`config.mk`:
```
export PLATFORM = sky130hd
export DESIGN_NAME = windowed_threshold_peak_picker
export DESIGN_NICKNAME = d
export VERILOG_FILES = /design/src/rtl/core/wtpp_pkg.sv /design/src/rtl/core/windowed_threshold_peak_picker.sv
export SDC_FILE = /design/constraint.sdc
export NUM_CORES = 1
export LEC_CHECK = 0
export BUFFER_PORTS_ARGS = -buffer_cell sky130_fd_sc_hd__buf_4
export CAP_MARGIN = 15
export CORE_MARGIN = 4
export CORE_UTILIZATION = 60
export DETAILED_ROUTE_END_ITERATION = 6
export GPL_ROUTABILITY_DRIVEN = 0
export HOLD_SLACK_MARGIN = 0.15
export PLACE_DENSITY = 0.8
export SLEW_MARGIN = 15
export SYNTH_ARGS = -nofsm -noshare
export SYNTH_HDL_FRONTEND = slang
export SYNTH_SLANG_ARGS = --single-unit
export TNS_END_PERCENT = 10
```
`constraint.sdc`:
```
create_clock -name clk -period 5.27 [get_ports clk]
set_input_delay 0.2635 -clock clk [delete_from_list [all_inputs] [get_ports clk]]
set_output_delay 0.2635 -clock clk [all_outputs]
set_load 0.02 [all_outputs]
```
`src/rtl/core/wtpp_pkg.sv`:
```
// shared types and constants for the windowed threshold peak picker
package wtpp_pkg;

    localparam int COUNT_BITS = 16;

    typedef logic [COUNT_BITS-1:0] count_t;

    localparam count_t LENGTH_RESET = '1;

endpackage

```
`src/rtl/core/windowed_threshold_peak_picker.sv`:
```
// sliding window local maximum peak picker with per-sample threshold
// a peak is registered into the output entry, or into the skid entry while the output entry holds a stalled peak
// throughput: one sample pair per cycle while sample_stall is low; a two-entry output buffer absorbs a peak_stall
// sample_stall rises only while both output entries hold undelivered peaks
// reset clears both windows, the sample counter and the output buffer
// and sets the stored signal length to 65535
module windowed_threshold_peak_picker
    import wtpp_pkg::*;
#(
    parameter int WINDOW_SIZE = 11,
    parameter int MIDDLE_POS  = 5,
    parameter int SAMPLE_BITS = 16
)
(
    input  logic               clk,
    input  logic               rst_n,
    input  logic               signal_length_we,
    input  logic [15:0]        signal_length,
    input  logic               sample_valid,
    output logic               sample_stall,
    input  logic signed [15:0] xcorr_sample,
    input  logic signed [15:0] threshold_sample,
    output logic               peak_valid,
    input  logic               peak_stall,
    output logic [15:0]        peak_location
);

    typedef logic signed [SAMPLE_BITS-1:0] sample_t;

    sample_t sample_win_reg [WINDOW_SIZE-1];
    sample_t sample_win_next [WINDOW_SIZE-1];
    sample_t thr_win_reg [MIDDLE_POS];
    sample_t thr_win_next [MIDDLE_POS];
    sample_t shifted_win [WINDOW_SIZE];
    sample_t xcorr_in;
    sample_t thr_in;
    sample_t mid_sample;
    sample_t mid_thr;

    count_t count_reg;
    count_t count_next;
    count_t count_inc;
    count_t length_reg;

    logic [WINDOW_SIZE-1:0] beaten;
    logic   window_full;
    logic   frame_end;
    logic   sample_xfer;
    logic   peak_xfer;
    logic   is_peak;
    count_t location;

    logic   out_valid_reg;
    logic   out_valid_next;
    count_t out_loc_reg;
    count_t out_loc_next;
    logic   skid_valid_reg;
    logic   skid_valid_next;
    count_t skid_loc_reg;
    count_t skid_loc_next;

    assign xcorr_in    = SAMPLE_BITS'($unsigned(xcorr_sample));
    assign thr_in      = SAMPLE_BITS'($unsigned(threshold_sample));
    assign sample_xfer = sample_valid && !sample_stall;
    assign peak_xfer   = out_valid_reg && !peak_stall;

    always_comb
    begin
        for (int i = 0; i < WINDOW_SIZE; i++)
        begin
            if (i == 0)
                shifted_win[i] = xcorr_in;
            else
                shifted_win[i] = sample_win_reg[i-1];
        end
    end

    assign mid_sample = sample_win_reg[MIDDLE_POS-1];
    assign mid_thr    = thr_win_reg[MIDDLE_POS-1];

    always_comb
    begin
        for (int i = 0; i < WINDOW_SIZE; i++)
            beaten[i] = (i != MIDDLE_POS) && (shifted_win[i] > mid_sample);
    end

    assign window_full = count_reg >= COUNT_BITS'(WINDOW_SIZE - 1);
    assign is_peak     = window_full && !(|beaten) && (mid_sample > mid_thr);
    assign location    = count_reg - COUNT_BITS'(MIDDLE_POS) + count_t'(1);
    assign count_inc   = count_reg + count_t'(1);
    assign frame_end   = (count_inc >= length_reg) || (count_inc == '0);

    // window shift and frame clear
    always_comb
    begin
        count_next = count_reg;
        for (int i = 0; i < WINDOW_SIZE - 1; i++)
            sample_win_next[i] = sample_win_reg[i];
        for (int i = 0; i < MIDDLE_POS; i++)
            thr_win_next[i] = thr_win_reg[i];
        if (sample_xfer)
        begin
            if (frame_end)
            begin
                count_next = '0;
                for (int i = 0; i < WINDOW_SIZE - 1; i++)
                    sample_win_next[i] = '0;
                for (int i = 0; i < MIDDLE_POS; i++)
                    thr_win_next[i] = '0;
            end
            else
            begin
                count_next = count_inc;
                for (int i = 0; i < WINDOW_SIZE - 1; i++)
                    sample_win_next[i] = shifted_win[i];
                for (int i = 0; i < MIDDLE_POS; i++)
                begin
                    if (i == 0)
                        thr_win_next[i] = thr_in;
                    else
                        thr_win_next[i] = thr_win_reg[i-1];
                end
            end
        end
    end

    // output register with skid entry
    always_comb
    begin
        out_valid_next  = out_valid_reg;
        out_loc_next    = out_loc_reg;
        skid_valid_next = skid_valid_reg;
        skid_loc_next   = skid_loc_reg;
        if (!out_valid_reg || peak_xfer)
        begin
            if (skid_valid_reg)
            begin
                out_valid_next  = 1'b1;
                out_loc_next    = skid_loc_reg;
                skid_valid_next = 1'b0;
            end
            else
            begin
                out_valid_next = sample_xfer && is_peak;
                out_loc_next   = location;
            end
        end
        else if (sample_xfer && is_peak)
        begin
            skid_valid_next = 1'b1;
            skid_loc_next   = location;
        end
    end

    always_ff @(posedge clk or negedge rst_n)
    begin
        if (!rst_n)
        begin
            count_reg      <= '0;
            length_reg     <= LENGTH_RESET;
            out_valid_reg  <= 1'b0;
            skid_valid_reg <= 1'b0;
            for (int i = 0; i < WINDOW_SIZE - 1; i++)
                sample_win_reg[i] <= '0;
            for (int i = 0; i < MIDDLE_POS; i++)
                thr_win_reg[i] <= '0;
        end
        else
        begin
            count_reg      <= count_next;
            out_valid_reg  <= out_valid_next;
            skid_valid_reg <= skid_valid_next;
            if (signal_length_we)
                length_reg <= signal_length;
            for (int i = 0; i < WINDOW_SIZE - 1; i++)
                sample_win_reg[i] <= sample_win_next[i];
            for (int i = 0; i < MIDDLE_POS; i++)
                thr_win_reg[i] <= thr_win_next[i];
        end
    end

    always_ff @(posedge clk)
    begin
        out_loc_reg  <= out_loc_next;
        skid_loc_reg <= skid_loc_next;
    end

    assign sample_stall  = skid_valid_reg;
    assign peak_valid    = out_valid_reg;
    assign peak_location = out_loc_reg;

endmodule

```
## Word-level counts from Yosys, hierarchy flattened

Index checks and enable logic that the tools add are counted.

| storage, ports and cells | value |
|---|---|
| register bits | 306 |
| bits of input ports | 53 |
| word-level logic and storage cells | 60 |
| output and inout port bits | 18 |

| operators by class | value |
|---|---|
| muxes and demuxes | 7 |
| reduce and logical (&&, ||, !) cells | 15 |
| $add $sub $neg | 3 |
| magnitude comparators | 13 |
| bitwise logic cells | 1 |

Operators with widths:

| cell | number |
|---|---|
| $gt 16x16->1 | 11 |
| $mux 160 | 1 |
| $mux 80 | 1 |
| $add 16x1->16 const B | 2 |
| $mux 16 | 2 |
| $ge 16x16->1 | 1 |
| $ge 16x4->1 const B | 1 |
| $logic_not 16->1 | 1 |
| $sub 16x3->16 const B | 1 |
| $reduce_or 10->1 | 1 |
| $logic_and 1x1->1 | 5 |
| $logic_not 1->1 | 4 |
| $mux 1 | 3 |
| $logic_or 1x1->1 | 2 |
| $reduce_and 2->1 | 1 |
| $reduce_bool 2->1 | 1 |
| $not 1->1 | 1 |

## Longest topological paths before layout

Gate-level depths: netlist of the first run.

| logic depth | value |
|---|---|
| word-level depth | 8 |
| mapped depth | 17 |
| gate-level depth less buffers | 14 |

## Worst setup path after synthesis of the first run

Ideal clock, no wire load.

| timing | value |
|---|---|
| kind | register -> register |
| start point | register sample_win_reg, in the netlist mid_sample[13] |
| end point | register skid_loc_reg[0] (enable) |
| library setup time | 0.409 ns |
| stages on the path, launching flop included | 10 |
| path buffers | 0 |
| clock period less this slack | 3.641 ns |
| required time | 4.861 ns |
| path slack | 1.629 ns |
| data arrival time | 3.232 ns |
| path through | dfrtp_1 inv_1 ha_1 a21o_1 a2111oi_0 o211ai_1 and2_0 nor4_1 nand3_1 nor3_1 |

| on the way | value |
|---|---|
| cells in the longest elaborated chain, start to end | 7 |
| elaborated cells between the ends (all ways) | 17 |
| classes of those cells | order compare (11); reduce/logical (6) |

Ends and longest elaborated chain:

| what | line | text |
|---|---|---|
| start, declared | windowed_threshold_peak_picker.sv:30 | `sample_t sample_win_reg [WINDOW_SIZE-1];` |
| start signal, assigned by index | windowed_threshold_peak_picker.sv:176 | `sample_win_reg[i] <= sample_win_next[i];` |
| $gt 16x16->1 | windowed_threshold_peak_picker.sv:84 | `beaten[i] = (i != MIDDLE_POS) && (shifted_win[i] > mid_sample);` |
| $reduce_or 10->1 | windowed_threshold_peak_picker.sv:88 | `assign is_peak = window_full && !(\|beaten) && (mid_sample > mid_thr);` |
| $logic_not 1->1 | windowed_threshold_peak_picker.sv:88 |  |
| $logic_and 1x1->1 | windowed_threshold_peak_picker.sv:88 |  |
| $logic_and 1x1->1 (*) | windowed_threshold_peak_picker.sv:88 |  |
| $logic_and 1x1->1 (*) | windowed_threshold_peak_picker.sv:148 | `else if (sample_xfer && is_peak)` |
| $reduce_and 2->1 (no source line) (*) | - |  |
| end signal, assigned | windowed_threshold_peak_picker.sv:185 | `skid_loc_reg <= skid_loc_next;` |
| end, declared | windowed_threshold_peak_picker.sv:59 | `count_t skid_loc_reg;` |

Mark *: on every way between the ends. The rest lies on a longest branch, timed or not.
A chain may end at the register's enable or synchronous reset.

## Worst setup path after layout of the first run

| timing | value |
|---|---|
| start point | register count_reg[0] |
| end point | register thr_win_reg, in the netlist mid_thr[3] |

| on the way | value |
|---|---|
| cells in the longest elaborated chain, start to end | 4 |
| elaborated cells between the ends (all ways) | 5 |
| classes of those cells | add/sub (1); order compare (1); mux (1); reduce/logical (2) |

Ends and longest elaborated chain:

| what | line | text |
|---|---|---|
| start, declared | windowed_threshold_peak_picker.sv:40 | `count_t count_reg;` |
| start signal, assigned | windowed_threshold_peak_picker.sv:170 | `count_reg <= count_next;` |
| $add 16x1->16 (*) | windowed_threshold_peak_picker.sv:90 | `assign count_inc = count_reg + count_t'(1);` |
| $ge 16x16->1 / $logic_not 16->1 (equally long branches) | windowed_threshold_peak_picker.sv:91 | `assign frame_end = (count_inc >= length_reg) \|\| (count_inc == '0);` |
| $logic_or 1x1->1 (*) | windowed_threshold_peak_picker.sv:91 |  |
| $mux 80 (*) | windowed_threshold_peak_picker.sv:103 | `if (frame_end)` |
| end signal, assigned by index | windowed_threshold_peak_picker.sv:178 | `thr_win_reg[i] <= thr_win_next[i];` |
| end, declared | windowed_threshold_peak_picker.sv:32 | `sample_t thr_win_reg [MIDDLE_POS];` |

Marked as above.

==> impl_metrics.toml, run 1 <==
[routing]
via_per_inst = 6.39
drc = 0
drt_iter0_markers = 980
antenna_left = 0
wl_per_cell_um = 20.6
dr.pass1.iters = 5
dr_total_vias = 12200
totalWireLength_mm = 39.5

[global_route]
grt_use_met3 = 0.0352
grt_start_max_net_pins = 213
grt-ovfl-total = 0
use_met2 = 0.444
grt_pass1_vias = 12500
grt_util_met1 = 0.344
grt_pass1_wl_mm = 64.9
grt-busiest-layer = "met2"
antenna_found_initial = 0
grtUsageTotal = 0.261

[logic_synthesis]
yosysWarnings = 0
synth_area_leader_cell = "dfrtp_1"
syn-num-nets = 1687
ys_top_cells_by_area = "dfrtp_1 (39%), ha_1 (15%), a22o_1 (10%)"
async_flop_share = 0.895
avgSynthCellArea_um2 = 11.4
yosysUniqueCellTypes = 65
yosysSeqAreaShare = 0.479
syn_area_um2 = 16400
synth_top_flop_cell = "dfrtp_1"
synthTopCellsByCount = "dfrtp_1 (258), ha_1 (198), a22o_1 (188)"
yosysMostFrequentCell = "dfrtp_1"
synth_top_area_frac = 0.395
synth_seq_cells = 306
synth_edf_count = 32
netlist_instances = 1436

[place]
place_area_um2 = 16800
dp_hpwl_mm = 24.8
portBuffers = 70

[finish]
largest_reg_flops = 144
nFillCells = 1892
antenna_cells = 0
final_nets = 1806
area_growth_pct = 13.4
final_design_area_no_fill_um2 = 18600
final_layout_size_suffix_gt1_frac = 0.109

[worst_setup_path]
cpPeakStageDelay_ns = 0.53
arrival_ns = 4.85
path_delay_family = "simple AND/OR/NAND/NOR gates"
worstPathCellList = "ha_1, nand2_1, nor2_1, nand4_1, xnor2_1, ha_1, a21o_1, a211oi_2, a21oi_1, a211o_1, nor3_4, buf_12, nand2_1, o21ai_1"
worstSetupPathType = "reg2reg"
rr_worst_depth = 14
crit_fanout = 125
cp_num_cells = 14
slowest_stage = "dfrtp_1"
cp_data_required_time_ns = 5.74
critPathBufInv = 1
r2r-start = "count_reg[0]"
cp-startpoint = "count_reg[0]"
critPathLaunchType = "register"
critPathCaptureType = "register"

[timing]
fin_tns_setup_ns = 0
max_freq_mhz = 228
min_period_over_period = 0.830
tightestPinTransition_ns = 1.00
rsz0062_at_grt = "no"
fin_skew_ns = 0.00857
final.min_clock_period_ns = 4.38
slew_headroom = 0.333
hold-worst-slack_ns = 0.189
drv_slew = 0
setup_viol = 0
hold_viol_final = 0

[pwr]
ir_drop_mv = 0.313
powerDensity_nw_per_um2 = 485
p_leak_nw = 8.79

[hold_path]
whs_path_depth = 2
worstHoldStart = "signal_length_we"
hold_path.class = "in2reg"

[floorplanning]
num_rows = 60
die_y_um = 173
die_w_um = 173
ioPinCount = 71
core_um2 = 26900
initial_core_util = 0.609
die-area_um2 = 30000

[clock_tree]
cts_resized = 0
cts_buffer_depth = 3
path_clk_slew_ns = 0.06
cts_buffers = 31
cts_max_level = 1
cts_tree = "done"
cts_sinks = 306
cts_hold_buf = 80
cts_setup_buffers = 0
cts-root-buf = "clkbuf_16"
clock_latency_ns = 0.56

[job]
maxCapViolCount = 0

[status]
status = "complete, no violations"
[area by class of cell]
class / count / area (µm²) / area share
clock buffer: 45 / 920 / 0.0496
multi-input combinational: 971 / 7540 / 0.406
clock inverter: 6 / 65.1 / 0.00351
tap: 341 / 427 / 0.0230
sequential: 306 / 7840 / 0.422
inverter: 88 / 330 / 0.0178
timing repair buffer: 157 / 1440 / 0.0774
[layout by cell type (no fill, tap or decap), types with 5 or more instances in the layout]
cell type	count
xor2_1	8
nor4_1	17
or3_1	6
nand3_1	22
inv_1	87
o211ai_1	9
a31oi_1	5
nor2b_1	10
a22o_1	188
dfstp_2	16
nor2_1	32
or2_2	5
clkbuf_16	32
o21a_1	5
and3_1	5
nand2_1	119
dfrtp_1	258
nor3_1	14
ha_1	198
o21ai_1	18
clkbuf_8	7
nand4_1	40
nand2b_1	5
dlygate4sd3_1	80
a21oi_1	66
mux2_2	15
buf_4	72
clkbuf_1	6
o22ai_1	20
edfxtp_1	32
a21o_1	22
a211oi_1	9
o21ai_0	61
xnor2_1	15
[path summary, 6_finish.rpt]
path / to / slack (ns)
worst max-delay path: mid_thr[3] / 0.89
worst min-delay path: length_reg[0] / 0.19
worst max register to register: mid_thr[3] / 0.89
worst min register to register: thr_win_reg[31] / 0.49
max in group asynchronous: sample_win_reg[65] / 3.47
min in group asynchronous: thr_win_reg[69] / 0.38
[stage by stage]
step,total power (W),cells,util,setup slack [ns]
2_1_floorplan,0.00580,1436,-,1.63
3_3_place_gp,0.00652,1783,0.624,1.20
6_report,0.00901,1914,0.690,0.893
3_5_place_dp,0.00673,1783,0.624,1.09
4_1_cts,0.00896,1914,0.690,1.05
5_1_grt,0.00957,1914,0.690,0.573
[power by group]
part / switching (W) / internal [W] / leakage [nW] / total [W]
Sequential: 0.000469 / 0.00294 / 3.90 / 0.00341
Combinational: 0.00198 / 0.00148 / 4.40 / 0.00346
Clock: 0.000891 / 0.00125 / 0.483 / 0.00214
[routing by layer]
| layer | share of wire | vias to the layer above |
|---|---|---|
| met5 | 0 | - |
| met4 | 0.037 | 0 |
| met3 | 0.055 | 124 |
| met2 | 0.48 | 464 |
| met1 | 0.42 | 6028 |
| li1 | - | 5623 |
[cells by family after synthesis]
logic type	Yosys count	synth area share
adders and majority gates	198	0.151
buffers and inverters	159	0.0614
muxes	16	0.0109
xor gates and xnor gates	23	0.0123
AOI/OAI and AO/OA	436	0.193
DFF	306	0.479
and+or+nand+nor	298	0.0916
(Power assumes the default switching activity.)
==> run 2: changes to the inputs <==
- CORE_UTILIZATION: 60 -> 56
- PLACE_DENSITY: 0.8 -> 0.78
- clock period: 5.27 -> 4.01 ns (I/O delays scaled with it)
==> impl_metrics.toml, run 2 (same netlist as run 1, synthesis figures left out) <==
[clock_tree]
clock_latency_ns = 0.56
cts_tree = "done"
cts_setup_buffers = 0
path_clk_slew_ns = 0.06
cts_max_level = 1
cts_sinks = 306
cts_buffer_depth = 3
cts_buffers = 31
cts-root-buf = "clkbuf_16"

[worst_setup_path]
slowest_stage = "dfrtp_2"
worstSetupPathType = "reg2reg"
crit_fanout = 50
cpPeakStageDelay_ns = 0.47
critPathLaunchType = "register"
arrival_ns = 4.32
critPathCaptureType = "register"
r2r_setup_slack_ns = 0.19
worstPathCellList = "ha_1, nand2_1, nor2_1, nand4_1, xnor2_1, ha_1, a21o_1, a211oi_2, o2111ai_1, a211o_1, nor3_4, buf_12, buf_12, a22o_1"
critPathBufInv = 2
path_delay_family = "compound AO/OA/AOI/OAI gates"
cp_data_required_time_ns = 4.50

[timing]
hold-worst-slack_ns = 0.267
setup_viol = 0
fin_skew_ns = 0.0121
final.min_clock_period_ns = 3.82
drv_slew = 0
max_freq_mhz = 261
slew_headroom = 0.355
tightestPinTransition_ns = 0.968
hold_viol_final = 0
min_period_over_period = 0.954

[floorplanning]
core_um2 = 28800
num_rows = 62
die-area_um2 = 32000
die_y_um = 179
die_w_um = 179
ioPinCount = 71
initial_core_util = 0.568

[hold_path]
hold_path.class = "in2reg"

[finish]
final_layout_size_suffix_gt1_frac = 0.129
final_core_util = 0.656
antenna_cells = 0
mostFrequentLayoutCells = "dfrtp_1 (251), ha_1 (197), a22o_1 (188), nand2_1 (119), inv_1 (87)"
area_growth_pct = 15.4
final_nets = 1825
largest_reg_flops = 144
final_common_cell = "dfrtp_1"

[pwr]
p_switching_w = 0.00444
p_leak_nw = 8.91
powerDensity_nw_per_um2 = 637
seq_power_share = 0.372
switching_share = 0.369
combinationalPowerShare = 0.387
ir_drop_mv = 0.462
p_int_w = 0.00759
power_frac_clock = 0.241

[place]
portBuffers = 70
dp_hpwl_mm = 26.0

[global_route]
antenna_found_initial = 0
grt-ovfl-total = 0
grtUsageTotal = 0.250
grt_pass1_wl_mm = 64.6
grt_pass1_vias = 12400
grt_start_max_net_pins = 181

[routing]
drc = 0
dr_total_vias = 12300
totalWireLength_mm = 39.6
antenna_left = 0
drt_iter0_markers = 1070
dr.pass1.iters = 5
via_per_inst = 6.19
wl_per_cell_um = 20.0

[status]
status = "complete, no violations"

[job]
maxCapViolCount = 0
[run 2: final timing paths]
path	start	end	cells after the start
worst max-delay path	count_reg[2]	sample_win_reg[148]	14
worst min-delay path	sample_valid	count_reg[6]	4
worst max register to register	count_reg[2]	sample_win_reg[148]	14
worst min register to register	thr_win_reg[31]	mid_thr[15]	2
max in group asynchronous	rst_n	sample_win_reg[76]	3
min in group asynchronous	rst_n	thr_win_reg[69]	2
[run 2: final cells by class]
type	instances	area, µm²
fill	2041	9900
sequential	306	7850
multi-input combinational	971	7550
timing repair buffer	176	1640
clock buffer	45	918
tap	384	480
inverter	88	333
clock inverter	11	114
[run 2: layer usage]
metal | track usage | wire [µm]
met1 | 0.344 | 17100
met2 | 0.409 | 18900
met3 | 0.0327 | 2040
met4 | 0.0943 | 1590
met5 | 0 | 0
[run 2: through the flow]
stage / instances / setup WS [ns] / TNS (ns) / area, µm² / total power [W]
after floorplan: 1436 / 0.369 / 0 / 16400 / 0.00762
after global placement: 1844 / 0.323 / 0 / 17000 / 0.00870
after detailed placement: 1844 / 0.165 / 0 / 17000 / 0.00895
after CTS: 1981 / 0.121 / 0 / 18800 / 0.0120
after global routing: 1981 / -0.0155 / -0.0471 / 18900 / 0.0128
final: 1981 / 0.185 / 0 / 18900 / 0.0120
[run 2: power groups by stage]
| stage | clock network (W) | logic (W) | registers [W] |
|---|---|---|---|
| detailed placement | 0 | 0.00446 | 0.00449 |
| floorplan | 0 | 0.00329 | 0.00433 |
| finish | 0.00290 | 0.00465 | 0.00447 |
| global route | 0.00309 | 0.00518 | 0.00455 |
| global placement | 0 | 0.00423 | 0.00447 |
| CTS | 0.00295 | 0.00458 | 0.00445 |
[run 2: worst reg2reg max path: cells and delay by family, from the launching register on]
kind / cells / cell delay [ns]
flip-flops: 1 / 0.47
AND/OR/NAND/NOR: 4 / 0.76
buffers and inverters: 2 / 0.49
adder cells (fa/ha/maj): 2 / 0.53
XOR/XNOR: 1 / 0.24
AO/OA/AOI/OAI: 5 / 1.26
[run 2: what timing repair did]
action | CTS | global route
endpoints found under the hold margin | 155 | 0
resized for setup | 0 | 13
endpoints found under the setup margin | 0 | 232
hold buffers | 81 | 0
